===== config.mk =====
export PLATFORM = sky130hd
export DESIGN_NAME = positional_list_engine_top
export DESIGN_NICKNAME = d
export VERILOG_FILES = /design/src/sv/plist_pkg.sv /design/src/sv/plist_cell.sv /design/src/sv/plist_ctrl.sv /design/src/sv/positional_list_engine_top.sv
export SDC_FILE = /design/constraint.sdc
export NUM_CORES = 1
export LEC_CHECK = 0
export ABC_AREA = 1
export BUFFER_PORTS_ARGS = -buffer_cell sky130_fd_sc_hd__buf_2
export CORE_UTILIZATION = 40
export DETAILED_ROUTE_END_ITERATION = 10
export GPL_ROUTABILITY_DRIVEN = 0
export GPL_TIMING_DRIVEN = 0
export PLACE_DENSITY = 0.56
export SYNTH_ARGS = -nofsm -noshare
export SYNTH_HDL_FRONTEND = slang
export SYNTH_SLANG_ARGS = --single-unit
export TNS_END_PERCENT = 5

===== constraint.sdc =====
create_clock -name clk -period 6.21 [get_ports clk]
set_clock_uncertainty 0.15 [all_clocks]
set_input_delay 1.863 -clock clk [delete_from_list [all_inputs] [get_ports clk]]
set_output_delay 1.863 -clock clk [all_outputs]
set_load 0.02 [all_outputs]

===== src/sv/plist_pkg.sv =====
// Package for the positional list engine: sizes, command, status and cell-op codes,
// and the controller-to-datapath struct.
// Depends on nothing; every other file imports it.
package plist_pkg;

  localparam int DEPTH  = 16;
  localparam int IDX_W  = $clog2(DEPTH);
  localparam int CNT_W  = $clog2(DEPTH + 1);
  localparam int CMD_W  = 2;
  localparam int POS_W  = 5;
  localparam int DATA_W = 8;
  localparam int STAT_W = 2;

  localparam int IN_BITS   = CMD_W + POS_W + DATA_W;
  localparam int IN_TDATA  = ((IN_BITS + 7) / 8) * 8;
  localparam int OUT_BITS  = STAT_W + DATA_W + CNT_W;
  localparam int OUT_TDATA = ((OUT_BITS + 7) / 8) * 8;

  typedef enum logic [CMD_W-1:0] {
    CMD_APPEND = 2'd0,
    CMD_INSERT = 2'd1,
    CMD_READ   = 2'd2,
    CMD_DELETE = 2'd3
  } cmd_t;

  typedef enum logic [STAT_W-1:0] {
    ST_OK     = 2'd0,
    ST_BADPOS = 2'd1,
    ST_FULL   = 2'd2
  } status_t;

  typedef enum logic [1:0] {
    CELL_HOLD       = 2'd0,
    CELL_LOAD       = 2'd1,
    CELL_FROM_LEFT  = 2'd2,
    CELL_FROM_RIGHT = 2'd3
  } cell_op_t;

  typedef struct packed {
    status_t          status;
    logic             rd_en;
    logic [CNT_W-1:0] count_next;
  } ctrl_t;

endpackage


===== src/sv/plist_cell.sv =====
// One storage cell of the list row: holds a byte and takes it from data_in or a neighbor.
// Depends on plist_pkg.
module plist_cell
  import plist_pkg::*;
(
  input  logic              clk,
  input  cell_op_t          op,
  input  logic [DATA_W-1:0] din,
  input  logic [DATA_W-1:0] left,
  input  logic [DATA_W-1:0] right,
  output logic [DATA_W-1:0] q
);

  always_ff @(posedge clk) begin
    case (op)
      CELL_LOAD:       q <= din;
      CELL_FROM_LEFT:  q <= left;
      CELL_FROM_RIGHT: q <= right;
      default:         q <= q;
    endcase
  end

endmodule


===== src/sv/plist_ctrl.sv =====
// Command decoder for the positional list engine: range checks, status, new count
// and the per-cell operation for every cell of the row. Depends on plist_pkg.
module plist_ctrl
  import plist_pkg::*;
(
  input  logic             accept,
  input  cmd_t             cmd,
  input  logic [POS_W-1:0] position,
  input  logic [CNT_W-1:0] count,
  output ctrl_t            ctrl,
  output cell_op_t         ops [DEPTH]
);

  logic full;
  logic pos_ins_bad;
  logic pos_acc_bad;

  assign full        = (count == CNT_W'(DEPTH));
  assign pos_ins_bad = (position > count);
  assign pos_acc_bad = (position >= count);

  always_comb begin
    ctrl.status     = ST_OK;
    ctrl.rd_en      = 1'b0;
    ctrl.count_next = count;
    unique case (cmd)
      CMD_APPEND: begin
        if (full) ctrl.status = ST_FULL;
        else      ctrl.count_next = count + 1'b1;
      end
      CMD_INSERT: begin
        if (pos_ins_bad) ctrl.status = ST_BADPOS;
        else if (full)   ctrl.status = ST_FULL;
        else             ctrl.count_next = count + 1'b1;
      end
      CMD_READ: begin
        if (pos_acc_bad) ctrl.status = ST_BADPOS;
        else             ctrl.rd_en = 1'b1;
      end
      CMD_DELETE: begin
        if (pos_acc_bad) ctrl.status = ST_BADPOS;
        else             ctrl.count_next = count - 1'b1;
      end
      default: ctrl.status = ST_OK;
    endcase
  end

  // Cells past the live count may take anything: their contents carry no meaning.
  always_comb begin
    for (int i = 0; i < DEPTH; i++) begin
      ops[i] = CELL_HOLD;
      if (accept && ctrl.status == ST_OK) begin
        case (cmd)
          CMD_APPEND: if (CNT_W'(i) == count) ops[i] = CELL_LOAD;
          CMD_INSERT: begin
            if (CNT_W'(i) == position)     ops[i] = CELL_LOAD;
            else if (CNT_W'(i) > position) ops[i] = CELL_FROM_LEFT;
          end
          CMD_DELETE: if (CNT_W'(i) >= position) ops[i] = CELL_FROM_RIGHT;
          default:    ops[i] = CELL_HOLD;
        endcase
      end
    end
  end

endmodule


===== src/sv/positional_list_engine_top.sv =====
// Top level of the positional list engine: cell row, command decoder, result register.
// Depends on plist_pkg, plist_cell and plist_ctrl.
//
// Bounded ordered list of up to DEPTH (16) bytes held in a row of cells. Every command
// (append, insert at position, read at position, delete at position) is accepted by
// one handshake and yields exactly one result transaction with status (ok, bad position,
// full), read data (zero unless a successful read) and the entry count after the command.
// Insert and delete move all later entries by one place at once, each cell taking its
// neighbor's byte in the accept cycle, so the block sustains one command per clock; the
// result sits in an output register and s_axis_tready stays high while that register
// is empty or is being drained, so only m_axis_tready back-pressure slows it. The
// result register raises m_axis_tvalid in the cycle after accept. Reset clears only
// the count and the result valid flag; the cells need no clearing pass because no
// command ever reads a cell at or beyond the count.
module positional_list_engine_top
  import plist_pkg::*;
(
  input  logic                 clk,
  input  logic                 rst,
  input  logic                 s_axis_tvalid,
  output logic                 s_axis_tready,
  // {pad, data_in[14:7], position[6:2], cmd[1:0]}
  input  logic [IN_TDATA-1:0]  s_axis_tdata,
  output logic                 m_axis_tvalid,
  input  logic                 m_axis_tready,
  // {pad, entry_count[14:10], read_data[9:2], status[1:0]}
  output logic [OUT_TDATA-1:0] m_axis_tdata
);

  cmd_t              cmd;
  logic [POS_W-1:0]  position;
  logic [DATA_W-1:0] data_in;
  logic              accept;

  logic [CNT_W-1:0]  count;
  ctrl_t             ctrl;
  cell_op_t          ops [DEPTH];
  logic [DATA_W-1:0] q [DEPTH];

  status_t           out_status;
  logic [DATA_W-1:0] out_rdata;
  logic [CNT_W-1:0]  out_count;
  logic              out_valid;
  logic [DATA_W-1:0] rdata_next;

  // Unpack the command transaction.
  assign cmd      = cmd_t'(s_axis_tdata[CMD_W-1:0]);
  assign position = s_axis_tdata[CMD_W +: POS_W];
  assign data_in  = s_axis_tdata[CMD_W+POS_W +: DATA_W];

  // Take a new command whenever the result register is free or drains this cycle.
  assign s_axis_tready = !out_valid || m_axis_tready;
  assign accept        = s_axis_tvalid && s_axis_tready;

  plist_ctrl u_ctrl (
    .accept   (accept),
    .cmd      (cmd),
    .position (position),
    .count    (count),
    .ctrl     (ctrl),
    .ops      (ops)
  );

  // Row of cells; the first cell's left input is never selected and the last cell's right
  // input only feeds a cell past the new count, so tie them to harmless values.
  for (genvar i = 0; i < DEPTH; i++) begin : g_cell
    logic [DATA_W-1:0] left_nb;
    logic [DATA_W-1:0] right_nb;
    if (i == 0) begin : g_first
      assign left_nb = data_in;
    end else begin : g_left
      assign left_nb = q[i-1];
    end
    if (i == DEPTH - 1) begin : g_last
      assign right_nb = q[i];
    end else begin : g_right
      assign right_nb = q[i+1];
    end
    plist_cell u_cell (
      .clk   (clk),
      .op    (ops[i]),
      .din   (data_in),
      .left  (left_nb),
      .right (right_nb),
      .q     (q[i])
    );
  end

  // Read tap: position is below count here, so the low bits address a live cell.
  assign rdata_next = ctrl.rd_en ? q[position[IDX_W-1:0]] : '0;

  // Hold the count and the result valid flag.
  always_ff @(posedge clk) begin
    if (rst) begin
      count     <= '0;
      out_valid <= 1'b0;
    end else begin
      if (accept) begin
        count     <= ctrl.count_next;
        out_valid <= 1'b1;
      end else if (m_axis_tready) begin
        out_valid <= 1'b0;
      end
    end
  end

  // Capture the result payload on accept.
  always_ff @(posedge clk) begin
    if (accept) begin
      out_status <= ctrl.status;
      out_rdata  <= rdata_next;
      out_count  <= ctrl.count_next;
    end
  end

  assign m_axis_tvalid = out_valid;
  assign m_axis_tdata  = {{(OUT_TDATA-OUT_BITS){1'b0}}, out_count, out_rdata, out_status};

`ifndef SYNTHESIS
  a_count_bound: assert property (@(posedge clk) disable iff (rst)
    count <= CNT_W'(DEPTH))
    else $error("entry count above list depth");

  a_result_follows: assert property (@(posedge clk) disable iff (rst)
    accept |=> m_axis_tvalid && (out_count == count))
    else $error("result missing or count mismatch after accepted command");

  a_full_append: assert property (@(posedge clk) disable iff (rst)
    accept && cmd == CMD_APPEND && count == CNT_W'(DEPTH) |=> out_status == ST_FULL)
    else $error("append to full list not reported as full");

  a_rdata_zero: assert property (@(posedge clk) disable iff (rst)
    m_axis_tvalid && out_status != ST_OK |-> out_rdata == '0)
    else $error("nonzero read data on failed command");
`endif

endmodule


==> impl_metrics.py, run 1 <==
metrics = {
    "global_route": {
        "grt_overflow_total": 0,
        "grt_usage_pct": 32.9,
        "antenna_found_initial": 0,
        "maximum_number_of_pins_on_one_net_before_global_route_repair": 23,
        "global_route_wire_length_before_repair_um": 62100,
        "first_global_vias": 9562,
    },
    "cts": {
        "numCtsBuffers": 17,
        "cts-resized-gates": 0,
        "cts-hold-fix-buffers": 0,
        "tritoncts_num_sinks": 149,
        "cts_post_setup_buffers_inserted": 0,
        "path_clk_slew_ns": 0.06,
        "cts_max_path_bufs": 2,
        "cts-htree-levels": 4,
        "clock_tree_from_tritoncts": "built",
        "ctsRootBufferMaster": "clkbuf_16",
        "clock_network_latency_to_the_later_pin_of_the_worst_skew_pair_ns": 0.45,
    },
    "yosys": {
        "synth.cell_area_um2": 10100,
        "synthAdderAreaFrac_pct": 1.49,
        "synth_fp_nets": 1254,
        "synth_cell_types": 46,
        "main_combinational_cell_family_by_area_after_synthesis": "simple AND/OR/NAND/NOR gates",
        "synth_mux_area_share_pct": 0.336,
        "post_synthesis_compound_gate_area_fraction_pct": 7.52,
        "synth_edf_count": 143,
        "synth_cells": 1222,
        "yosysWarnings": 0,
        "flip_flop_and_latch_count_after_synthesis": 149,
        "syn_avg_cell_area_um2": 8.24,
        "xor_xnor_cell_area_share_of_the_yosys_netlist_pct": 0.348,
        "simple_logic_cell_fraction_of_the_synthesized_area_pct": 38.8,
        "yosysSeqAreaShare_pct": 43.8,
        "async_reset_ff_share_pct": 0,
        "ys.flop_type": "edfxtp_1",
    },
    "power": {
        "power.density_nw_per_um2": 258,
        "switching_share_pct": 30.6,
        "power.share.clock_pct": 40.5,
        "comb_power_share_pct": 18.5,
        "vdd_ir_drop_max_v": 0.000167,
        "p_leak_nw": 4.28,
        "power.sequential.fraction_pct": 41.0,
        "power_report.internal_total_mw": 2.02,
        "net-switching-power_mw": 0.890,
    },
    "floorplan": {
        "top_level_ports": 38,
        "floorplan.initialDensity_pct": 41.0,
        "die_width_um": 161,
        "num_rows": 57,
        "core_um2": 24500,
        "die-height_um": 161,
        "die-area_um2": 25800,
    },
    "layout": {
        "most-common-layout-cells": "nand2_1, nand4_1, nand3_1, edfxtp_1, nor2_1",
        "layout.core_utilization_pct": 45.9,
        "layout.cells.most_common": "nand2_1",
        "flow.area_growth_from_synthesis_pct": 12.0,
        "post_route_cells_drive_above_1_share_pct": 14.2,
        "num-nets-final": 1302,
    },
    "detailed_routing": {
        "drt-initial-drc-count": 1637,
        "detail-route-antenna-nets": 0,
        "route.final.wire_length_um": 41800,
        "dr_total_vias": 10400,
        "detail_route.first_pass.iterations": 6,
        "route.detailed.wl_per_inst_um": 26.0,
        "avgViaCountPerCell": 6.48,
        "route.detailed.drc": 0,
    },
    "status": {
        "run_status": "completed",
    },
    "worst_setup_path": {
        "slowest_stage": "clkbuf_1",
        "path_buf_inv": 7,
        "required_ns": 6.24,
        "crit_path_max_fanout": 10,
        "setup.worst_path.start_class": "primary input",
        "crit_arrival_ns": 5.70,
        "slowest_delay_ns": 0.47,
        "crit_top_cell": "clkbuf_1",
        "critPathCaptureType": "register",
        "crit_chain": "buf_2 -> inv_1 -> clkbuf_1 -> clkbuf_1 -> ha_1 -> nand2_2 -> nand3_2 -> nand2_1 -> nand2_2 -> nor2_8 -> inv_2 -> buf_2 -> nor3_1 -> ha_1 -> clkbuf_1 -> a21oi_1",
        "criticalPathCategory": "in -> reg",
        "crit_family": "buffers and inverters",
    },
    "placement": {
        "port_buffers": 29,
        "dp_hpwl_um": 30900,
    },
    "run": {
        "drv_cap": 0,
    },
    "timing": {
        "post-route-min-period_ns": 5.67,
        "finalMaxSlewViolations": 0,
        "min_period_over_period_pct": 91.3,
        "setup-violations-final": 0,
        "fmaxAchievable_mhz": 176,
        "final.setup.tns_ns": 0,
        "max_slew_margin_pct": 15.0,
        "grt_setup_unrepaired": "no",
        "worstMarginPinSlew_ns": 1.26,
        "finalHoldViolCount": 0,
    },
    "hold_path": {
        "timing.hold.worst.class": "reg -> reg",
    },
}
## final timing paths
check             startpoint  slack [ns]                endpoint  cells after the start
max reg2reg         count[1]        2.41  g_cell[15].u_cell.q[6]                     15
min            m_axis_tvalid        0.36           m_axis_tvalid                      2
max          s_axis_tdata[2]        0.54  g_cell[15].u_cell.q[6]                     16
min reg2reg    m_axis_tvalid        0.36           m_axis_tvalid                      2
## cell families (layout without fill, tap and decap cells)
family | after synthesis | after routing
DFF | 149 | 149
buffers and inverters | 160 | 221
AOI/OAI and AO/OA | 123 | 123
xor gates and xnor gates | 4 | 4
other | 1 | 2
adders and majority gates | 12 | 12
and+or+nand+nor | 770 | 770
muxes | 3 | 3
## state kept, by name, summed over array words and instances (netlist names)
signal / cells
out_count: 5
out_rdata: 8
out_status: 2
count: 5
g_cell.u_cell.q: 128
m_axis_tvalid: 1
## per-layer routing
metal	routed length (um)	track usage (%)	up-vias
met5	0	0	-
met4	2210	16.7	0
met3	5900	11.1	145
met2	17500	47.3	796
met1	16200	43.8	4849
li1	-	-	4630
## through the flow
| stage | total power [mW] | worst slack (ns) | cells | instance area (um^2) | hold WS, ns |
|---|---|---|---|---|---|
| 6_report | 2.91 | 0.541 | 1608 | 11300 | 0.359 |
| 3_3_place_gp | 1.73 | 0.211 | 1575 | 10600 | 0.336 |
| 4_1_cts | 2.89 | 0.615 | 1607 | 11300 | 0.361 |
| 2_1_floorplan | 1.54 | 1.34 | 1222 | 10100 | 0.389 |
| 3_5_place_dp | 1.73 | 0.158 | 1575 | 10600 | 0.353 |
| 5_1_grt | 2.98 | 0.341 | 1607 | 11300 | 0.384 |
## cell type report
| class | count | area (um^2) |
|---|---|---|
| inverter | 79 | 297 |
| timing repair buffer | 29 | 145 |
| clock inverter | 15 | 226 |
| clock buffer | 17 | 425 |
| antenna | 1 | 2.50 |
| tap | 324 | 405 |
| sequential | 149 | 4410 |
| fill | 2458 | 13300 |
| buffer | 81 | 473 |
| multi-input combinational | 913 | 4880 |
## synth_stat cells (17+ instances only)
| library cell | instances | area (um^2) |
|---|---|---|
| nand4_1 | 243 | 1520 |
| a21oi_1 | 39 | 195 |
| nand2_2 | 23 | 144 |
| edfxtp_1 | 143 | 4290 |
| inv_1 | 56 | 210 |
| o21ai_0 | 25 | 125 |
| o21ai_1 | 19 | 95.1 |
| nor2_1 | 61 | 229 |
| clkbuf_1 | 23 | 86.3 |
| buf_2 | 21 | 105 |
| buf_4 | 17 | 128 |
| nand2_1 | 251 | 942 |
| nand3_1 | 163 | 816 |
## worst register-to-register path, stage by stage (launching register included)
cell and delay [ns]:
dfxtp_1 0.45, inv_1 0.20, ha_1 0.31, nand2_1 0.07, nor2_2 0.05, nand2_2 0.17, nand3_2 0.20, nand2_1 0.16
nand2_2 0.10, nor2_8 0.24, inv_2 0.15, buf_2 0.27, nor3_1 0.21, ha_1 0.28, clkbuf_1 0.38, a21oi_1 0.14
## power groups by stage
stage	logic, mW	registers (mW)	clock network (mW)
after floorplan	0.338	1.20	0
after global placement	0.518	1.21	0
after detailed placement	0.520	1.21	0
after CTS	0.521	1.19	1.18
after global routing	0.575	1.19	1.22
final	0.537	1.19	1.18
No activity file was read; power rests on OpenSTA's default activity.
==> run 2: changes to the inputs <==
Settings changed: PLACE_DENSITY 0.56 to 0.55, SYNTH_HIERARCHICAL set to 1.
==> impl_metrics.py, run 2 <==
metrics = {
    "yosys": {
        "async_reset_ff_share_pct": 0,
        "synth.cell_area_um2": 11300,
        "syn_avg_cell_area_um2": 7.87,
        "yosysWarnings": 6,
        "ys.flop_type": "edfxtp_1",
        "flip_flop_and_latch_count_after_synthesis": 149,
        "simple_logic_cell_fraction_of_the_synthesized_area_pct": 43.5,
        "synth_cells": 1437,
        "xor_xnor_cell_area_share_of_the_yosys_netlist_pct": 0.387,
        "synth_fp_nets": 1468,
        "post_synthesis_compound_gate_area_fraction_pct": 2.42,
        "synth_edf_count": 143,
        "synth_mux_area_share_pct": 0,
        "post_synth_main_area_contributors": "edfxtp_1, nand3_1, nand2_1",
        "yosysSeqAreaShare_pct": 39.0,
        "post-synth-top-count-cell": "nand3_1",
        "ys_top_cells_by_count": "nand3_1, nand2_1, edfxtp_1, inv_1, nand3_2",
        "main_combinational_cell_family_by_area_after_synthesis": "simple AND/OR/NAND/NOR gates",
        "synthAdderAreaFrac_pct": 1.22,
        "synth_cell_types": 39,
        "synth_area_leader": "edfxtp_1",
        "synth_largest_type_area_fraction_pct": 38.0,
    },
    "placement": {
        "port_buffers": 34,
        "dp_hpwl_um": 27900,
    },
    "worst_setup_path": {
        "required_ns": 6.15,
        "critPathCaptureType": "register",
        "setup.worst_path.start_class": "primary input",
        "criticalPathCategory": "in -> reg",
        "crit_path_max_fanout": 10,
        "crit_arrival_ns": 4.41,
    },
    "detailed_routing": {
        "detail_route.first_pass.iterations": 5,
        "route.detailed.drc": 0,
        "dr_total_vias": 10500,
        "route.detailed.wl_per_inst_um": 20.2,
        "detail-route-antenna-nets": 0,
        "route.final.wire_length_um": 38000,
        "avgViaCountPerCell": 5.56,
        "drt-initial-drc-count": 1219,
    },
    "cts": {
        "cts-hold-fix-buffers": 0,
        "path_clk_slew_ns": 0.07,
        "tritoncts_num_sinks": 149,
        "clock_network_latency_to_the_later_pin_of_the_worst_skew_pair_ns": 0.43,
        "ctsRootBufferMaster": "clkbuf_16",
        "cts_post_setup_buffers_inserted": 0,
        "cts-resized-gates": 0,
        "numCtsBuffers": 17,
        "clock_tree_from_tritoncts": "built",
        "cts_max_path_bufs": 2,
        "cts-htree-levels": 4,
    },
    "timing": {
        "grt_setup_unrepaired": "no",
        "finalHoldViolCount": 0,
        "final.setup.tns_ns": 0,
        "post-route-min-period_ns": 4.47,
        "setup-violations-final": 0,
        "finalMaxSlewViolations": 0,
        "fmaxAchievable_mhz": 224,
        "worstMarginPinSlew_ns": 1.05,
        "max_slew_margin_pct": 29.8,
        "min_period_over_period_pct": 71.9,
    },
    "layout": {
        "layout.core_utilization_pct": 45.1,
        "number_of_flip_flops_in_the_largest_register": 128,
        "flow.area_growth_from_synthesis_pct": 10.8,
        "layout.cells.most_common": "nand3_1",
        "post_route_cells_drive_above_1_share_pct": 18.6,
        "reg_top3": "g_cell.u_cell/q (128), out_rdata (8)",
        "most-common-layout-cells": "nand3_1, nand2_1, edfxtp_1, inv_1, nand3_2",
        "antenna_cells": 0,
        "final.fill_count": 2818,
        "num-nets-final": 1521,
        "top_reg_by_flops": "g_cell.u_cell/q",
    },
    "floorplan": {
        "floorplan.initialDensity_pct": 40.7,
        "top_level_ports": 38,
        "num_rows": 61,
        "die-height_um": 170,
        "die_width_um": 170,
        "die-area_um2": 28900,
        "core_um2": 27800,
    },
    "power": {
        "vdd_ir_drop_max_v": 0.000182,
        "power.sequential.fraction_pct": 44.6,
        "power.share.clock_pct": 39.8,
        "power_report.internal_total_mw": 1.88,
        "comb_power_share_pct": 15.6,
        "fin_total_pwr_mw": 2.64,
        "power.density_nw_per_um2": 211,
        "switching_share_pct": 29.1,
        "p_leak_nw": 5.17,
        "net-switching-power_mw": 0.769,
    },
    "global_route": {
        "grt_overflow_total": 0,
        "antenna_found_initial": 0,
        "grt_usage_pct": 26.9,
        "first_global_vias": 9860,
        "maximum_number_of_pins_on_one_net_before_global_route_repair": 22,
        "global_route_wire_length_before_repair_um": 58100,
    },
    "hold_path": {
        "timing.hold.worst.class": "reg -> reg",
    },
    "run": {
        "drv_cap": 0,
    },
    "status": {
        "run_status": "completed",
    },
}
[run 2: path summary, 6_finish.rpt]
path                    from               endpoint  slack (ns)  cells after the start
max reg2reg         count[4]  g_cell[0].u_cell/q[4]        2.70                     13
max          s_axis_tdata[2]  g_cell[0].u_cell/q[4]        1.74                     12
min                 count[3]               count[3]        0.31                      2
min reg2reg         count[3]               count[3]        0.31                      2
[run 2: power by group through the flow]
stage                     Clock, mW  Combinational [mW]  Sequential, mW
after global routing           1.10               0.453            1.18
after floorplan                   0               0.277            1.20
after detailed placement          0               0.406            1.20
after global placement            0               0.402            1.20
after CTS                      1.06               0.407            1.18
final                          1.05               0.412            1.18
[run 2: critical path: stages]
cell,delay [ns]
buf_2,0.16
inv_1,0.25
ha_1,0.30
a21oi_1,0.32
nand2_2,0.11
nand3_2,0.10
nand3_4,0.11
buf_6,0.20
nor2_1,0.36
buf_6,0.22
clkinv_4,0.10
nand2_1,0.30
[run 2: through the flow]
step	cells	hold WS, ns	worst slack [ns]	instance area, um^2
finish	1881	0.314	1.74	12500
global route	1881	0.333	1.60	12500
global placement	1849	0.301	1.32	12000
floorplan	1437	0.286	2.13	11300
detailed placement	1849	0.302	1.32	12000
CTS	1881	0.313	1.76	12500
[run 2: kinds of logic after synthesis]
family	after synthesis
buffers and inverters	222
AO/OA/AOI/OAI	47
other	1
AND/OR/NAND/NOR	1002
flip-flops	149
XOR/XNOR	5
adder cells (fa/ha/maj)	11
[run 2: final cells by class]
| type | instances | area, um^2 | share of cell area (%) |
|---|---|---|---|
| Inverter | 137 | 594 | 4.74 |
| Clock buffer | 18 | 429 | 3.43 |
| Multi-Input combinational cell | 1066 | 5380 | 42.9 |
| Timing Repair Buffer | 34 | 170 | 1.36 |
| Tap cell | 378 | 473 | 3.77 |
| Sequential cell | 149 | 4410 | 35.2 |
| Buffer | 85 | 923 | 7.37 |
| Clock inverter | 14 | 150 | 1.20 |
[run 2: routing by layer]
metal	global-route usage (%)	vias to the layer above	part of all wire (%)
li1	-	4985	-
met1	37.6	4925	44
met2	43.6	479	47
met3	2.93	69	7.0
met4	8.11	0	2.2
met5	0	-	0
==> run 3: changes to the inputs <==
Settings changed: ABC_AREA 1 to 0, PLACE_DENSITY 0.55 to 0.56.
Clock period 6.21 ns to 4.6 ns, I/O delays scaled along.
==> impl_metrics.py, run 3 <==
metrics = {
    "layout": {
        "antenna_cells": 0,
        "post_route_cells_drive_above_1_share_pct": 16.5,
        "final.fill_count": 2312,
        "reg_top3": "g_cell.u_cell/q (128), out_rdata (8)",
        "flow.area_growth_from_synthesis_pct": 12.0,
        "layout.core_utilization_pct": 45.6,
        "multiInputGateArea_um2": 4820,
        "top_reg_by_flops": "g_cell.u_cell/q",
        "number_of_flip_flops_in_the_largest_register": 128,
        "footprint_of_the_flip_flops_and_latches_um2": 4410,
        "num-nets-final": 1038,
        "layout.cells.most_common": "mux2i_1",
        "most-common-layout-cells": "mux2i_1, nor2_1, a21oi_1, edfxtp_1, buf_2",
    },
    "yosys": {
        "synth_cell_types": 61,
        "synth.cell_area_um2": 9900,
        "synth_fp_nets": 986,
        "syn_avg_cell_area_um2": 10.4,
        "async_reset_ff_share_pct": 0,
        "post_synth_main_area_contributors": "edfxtp_1, mux2i_1, a21oi_1",
        "synth_edf_count": 143,
        "yosysWarnings": 6,
        "flip_flop_and_latch_count_after_synthesis": 149,
        "synth_cells": 955,
        "synth_area_leader": "edfxtp_1",
        "ys_top_cells_by_count": "mux2i_1, nor2_1, a21oi_1, edfxtp_1, nand2_1",
        "yosysSeqAreaShare_pct": 44.6,
        "synth_largest_type_area_fraction_pct": 43.4,
        "post-synth-top-count-cell": "mux2i_1",
        "ys.flop_type": "edfxtp_1",
    },
    "floorplan": {
        "die-area_um2": 25400,
        "floorplan.initialDensity_pct": 40.7,
        "die_width_um": 159,
        "num_rows": 57,
        "top_level_ports": 38,
        "core_um2": 24300,
        "die-height_um": 159,
    },
    "detailed_routing": {
        "avgViaCountPerCell": 5.69,
        "detail_route.first_pass.iterations": 5,
        "route.layer.met1.wl_um": 13500,
        "detail-route-antenna-nets": 0,
        "drt-initial-drc-count": 779,
        "route.detailed.wl_per_inst_um": 21.4,
        "topRoutingLayerUsed": "met4",
        "dr_wl_met3_um": 1750,
        "dr_total_vias": 7647,
        "wl_met2_um": 12900,
        "route.final.wire_length_um": 28800,
        "route.detailed.drc": 0,
    },
    "global_route": {
        "grt_usage_pct": 23.2,
        "grt_overflow_total": 0,
        "maximum_number_of_pins_on_one_net_before_global_route_repair": 18,
        "global_route_wire_length_before_repair_um": 44800,
        "first_global_vias": 7317,
        "antenna_found_initial": 0,
    },
    "cts": {
        "cts-htree-levels": 4,
        "numCtsBuffers": 17,
        "cts-resized-gates": 0,
        "clock_tree_from_tritoncts": "built",
        "cts_max_path_bufs": 2,
        "tritoncts_num_sinks": 149,
        "cts_post_setup_buffers_inserted": 0,
        "ctsRootBufferMaster": "clkbuf_16",
        "cts-hold-fix-buffers": 0,
        "path_clk_slew_ns": 0.07,
        "clock_network_latency_to_the_later_pin_of_the_worst_skew_pair_ns": 0.44,
    },
    "timing": {
        "fmaxAchievable_mhz": 239,
        "final.setup.tns_ns": 0,
        "worstMarginPinSlew_ns": 0.877,
        "grt_setup_unrepaired": "no",
        "hold_ws_ns": 0.401,
        "finalMaxSlewViolations": 0,
        "finalHoldViolCount": 0,
        "min_period_over_period_pct": 90.8,
        "max_slew_margin_pct": 41.1,
        "setup-violations-final": 0,
        "post-route-min-period_ns": 4.18,
    },
    "run": {
        "drv_cap": 0,
    },
    "worst_setup_path": {
        "crit_arrival_ns": 4.16,
        "required_ns": 4.58,
        "slowest_stage": "inv_1",
        "slowest_delay_ns": 0.68,
        "reg2reg_slack_ns": 1.15,
        "crit_top_cell": "buf_6",
        "setup.worst_path.start_class": "primary input",
        "criticalPathCategory": "in -> reg",
        "crit_path_max_fanout": 16,
        "critPathCaptureType": "register",
        "crit_chain": "buf_2 -> nand2b_1 -> clkbuf_1 -> nand2_1 -> inv_1 -> nand2_2 -> a21o_4 -> buf_6 -> nor3_1 -> buf_6 -> or2_2",
    },
    "power": {
        "power.density_nw_per_um2": 321,
        "vdd_ir_drop_max_v": 0.000223,
        "p_leak_nw": 3.82,
    },
    "hold_path": {
        "timing.hold.worst.class": "reg -> reg",
    },
    "status": {
        "run_status": "completed",
    },
    "placement": {
        "port_buffers": 33,
        "dp_hpwl_um": 21800,
    },
}
run 3: changes by cell type in the layout (fill, tap and decap cells not counted), moves of 20 or more:
| cell | before | now |
|---|---|---|
| a22oi_1 | 0 | 24 |
| nor2_1 | 60 | 155 |
| nand2_1 | 408 | 35 |
| inv_1 | 101 | 11 |
| buf_6 | 41 | 20 |
| nand3_1 | 409 | 23 |
| buf_4 | 2 | 33 |
| mux2i_1 | 0 | 180 |
| clkinv_4 | 22 | 0 |
| a21oi_1 | 28 | 151 |
| inv_2 | 20 | 0 |
| nand3_2 | 83 | 2 |
run 3: critical path, delay by kind of cell:
family,cells,cell delay (ns)
compound gates,1,0.28
buf+inv,5,1.41
simple gates,5,1.07
run 3: path summary, 6_finish.rpt:
| kind | from | to | cells after the start |
|---|---|---|---|
| hold reg to reg | count[4] | count[4] | 2 |
| setup / recovery | m_axis_tready | g_cell[11].u_cell/q[1] | 11 |
| hold / removal | count[4] | count[4] | 2 |
| setup reg to reg | m_axis_tvalid | g_cell[11].u_cell/q[1] | 10 |
run 3: layer usage:
metal,vias to the layer above,GRT usage [%]
li1,3633,-
met1,3690,33.6
met2,291,35.6
met3,33,3.78
met4,0,6.99
met5,-,0
run 3: power by group:
group	internal [mW]	switching, mW	total, mW
Combinational	0.180	0.306	0.485
Sequential	1.55	0.0374	1.58
Clock	0.869	0.622	1.49
Total	2.60	0.965	3.56
run 3: logic make-up after synthesis:
kind of cell,after synthesis,share of synthesized area (%)
flip-flops,149,44.6
buffers and inverters,89,6.71
multiplexers,188,20.1
other,1,0.0379
AND/OR/NAND/NOR,279,12.8
adder cells (fa/ha/maj),11,1.39
AO/OA/AOI/OAI,236,14.2
XOR/XNOR,2,0.177
run 3: metrics by stage:
step	instances	setup slack, ns	instance area (um^2)	total power [mW]
after floorplan	955	0.638	9900	1.94
after global placement	1312	-0.0456	10500	2.08
after detailed placement	1312	-0.0325	10500	2.09
after CTS	1344	0.414	11100	3.57
after global routing	1344	0.198	11100	3.67
final	1344	0.424	11100	3.56
run 3: area by class of cell:
| class | count | share of cell area [%] |
|---|---|---|
| sequential | 149 | 39.8 |
| clock buffer | 18 | 3.87 |
| tap | 324 | 3.66 |
| buffer | 78 | 5.62 |
| clock inverter | 14 | 1.68 |
| inverter | 11 | 0.373 |
| multi-input combinational | 717 | 43.5 |
| timing repair buffer | 33 | 1.49 |
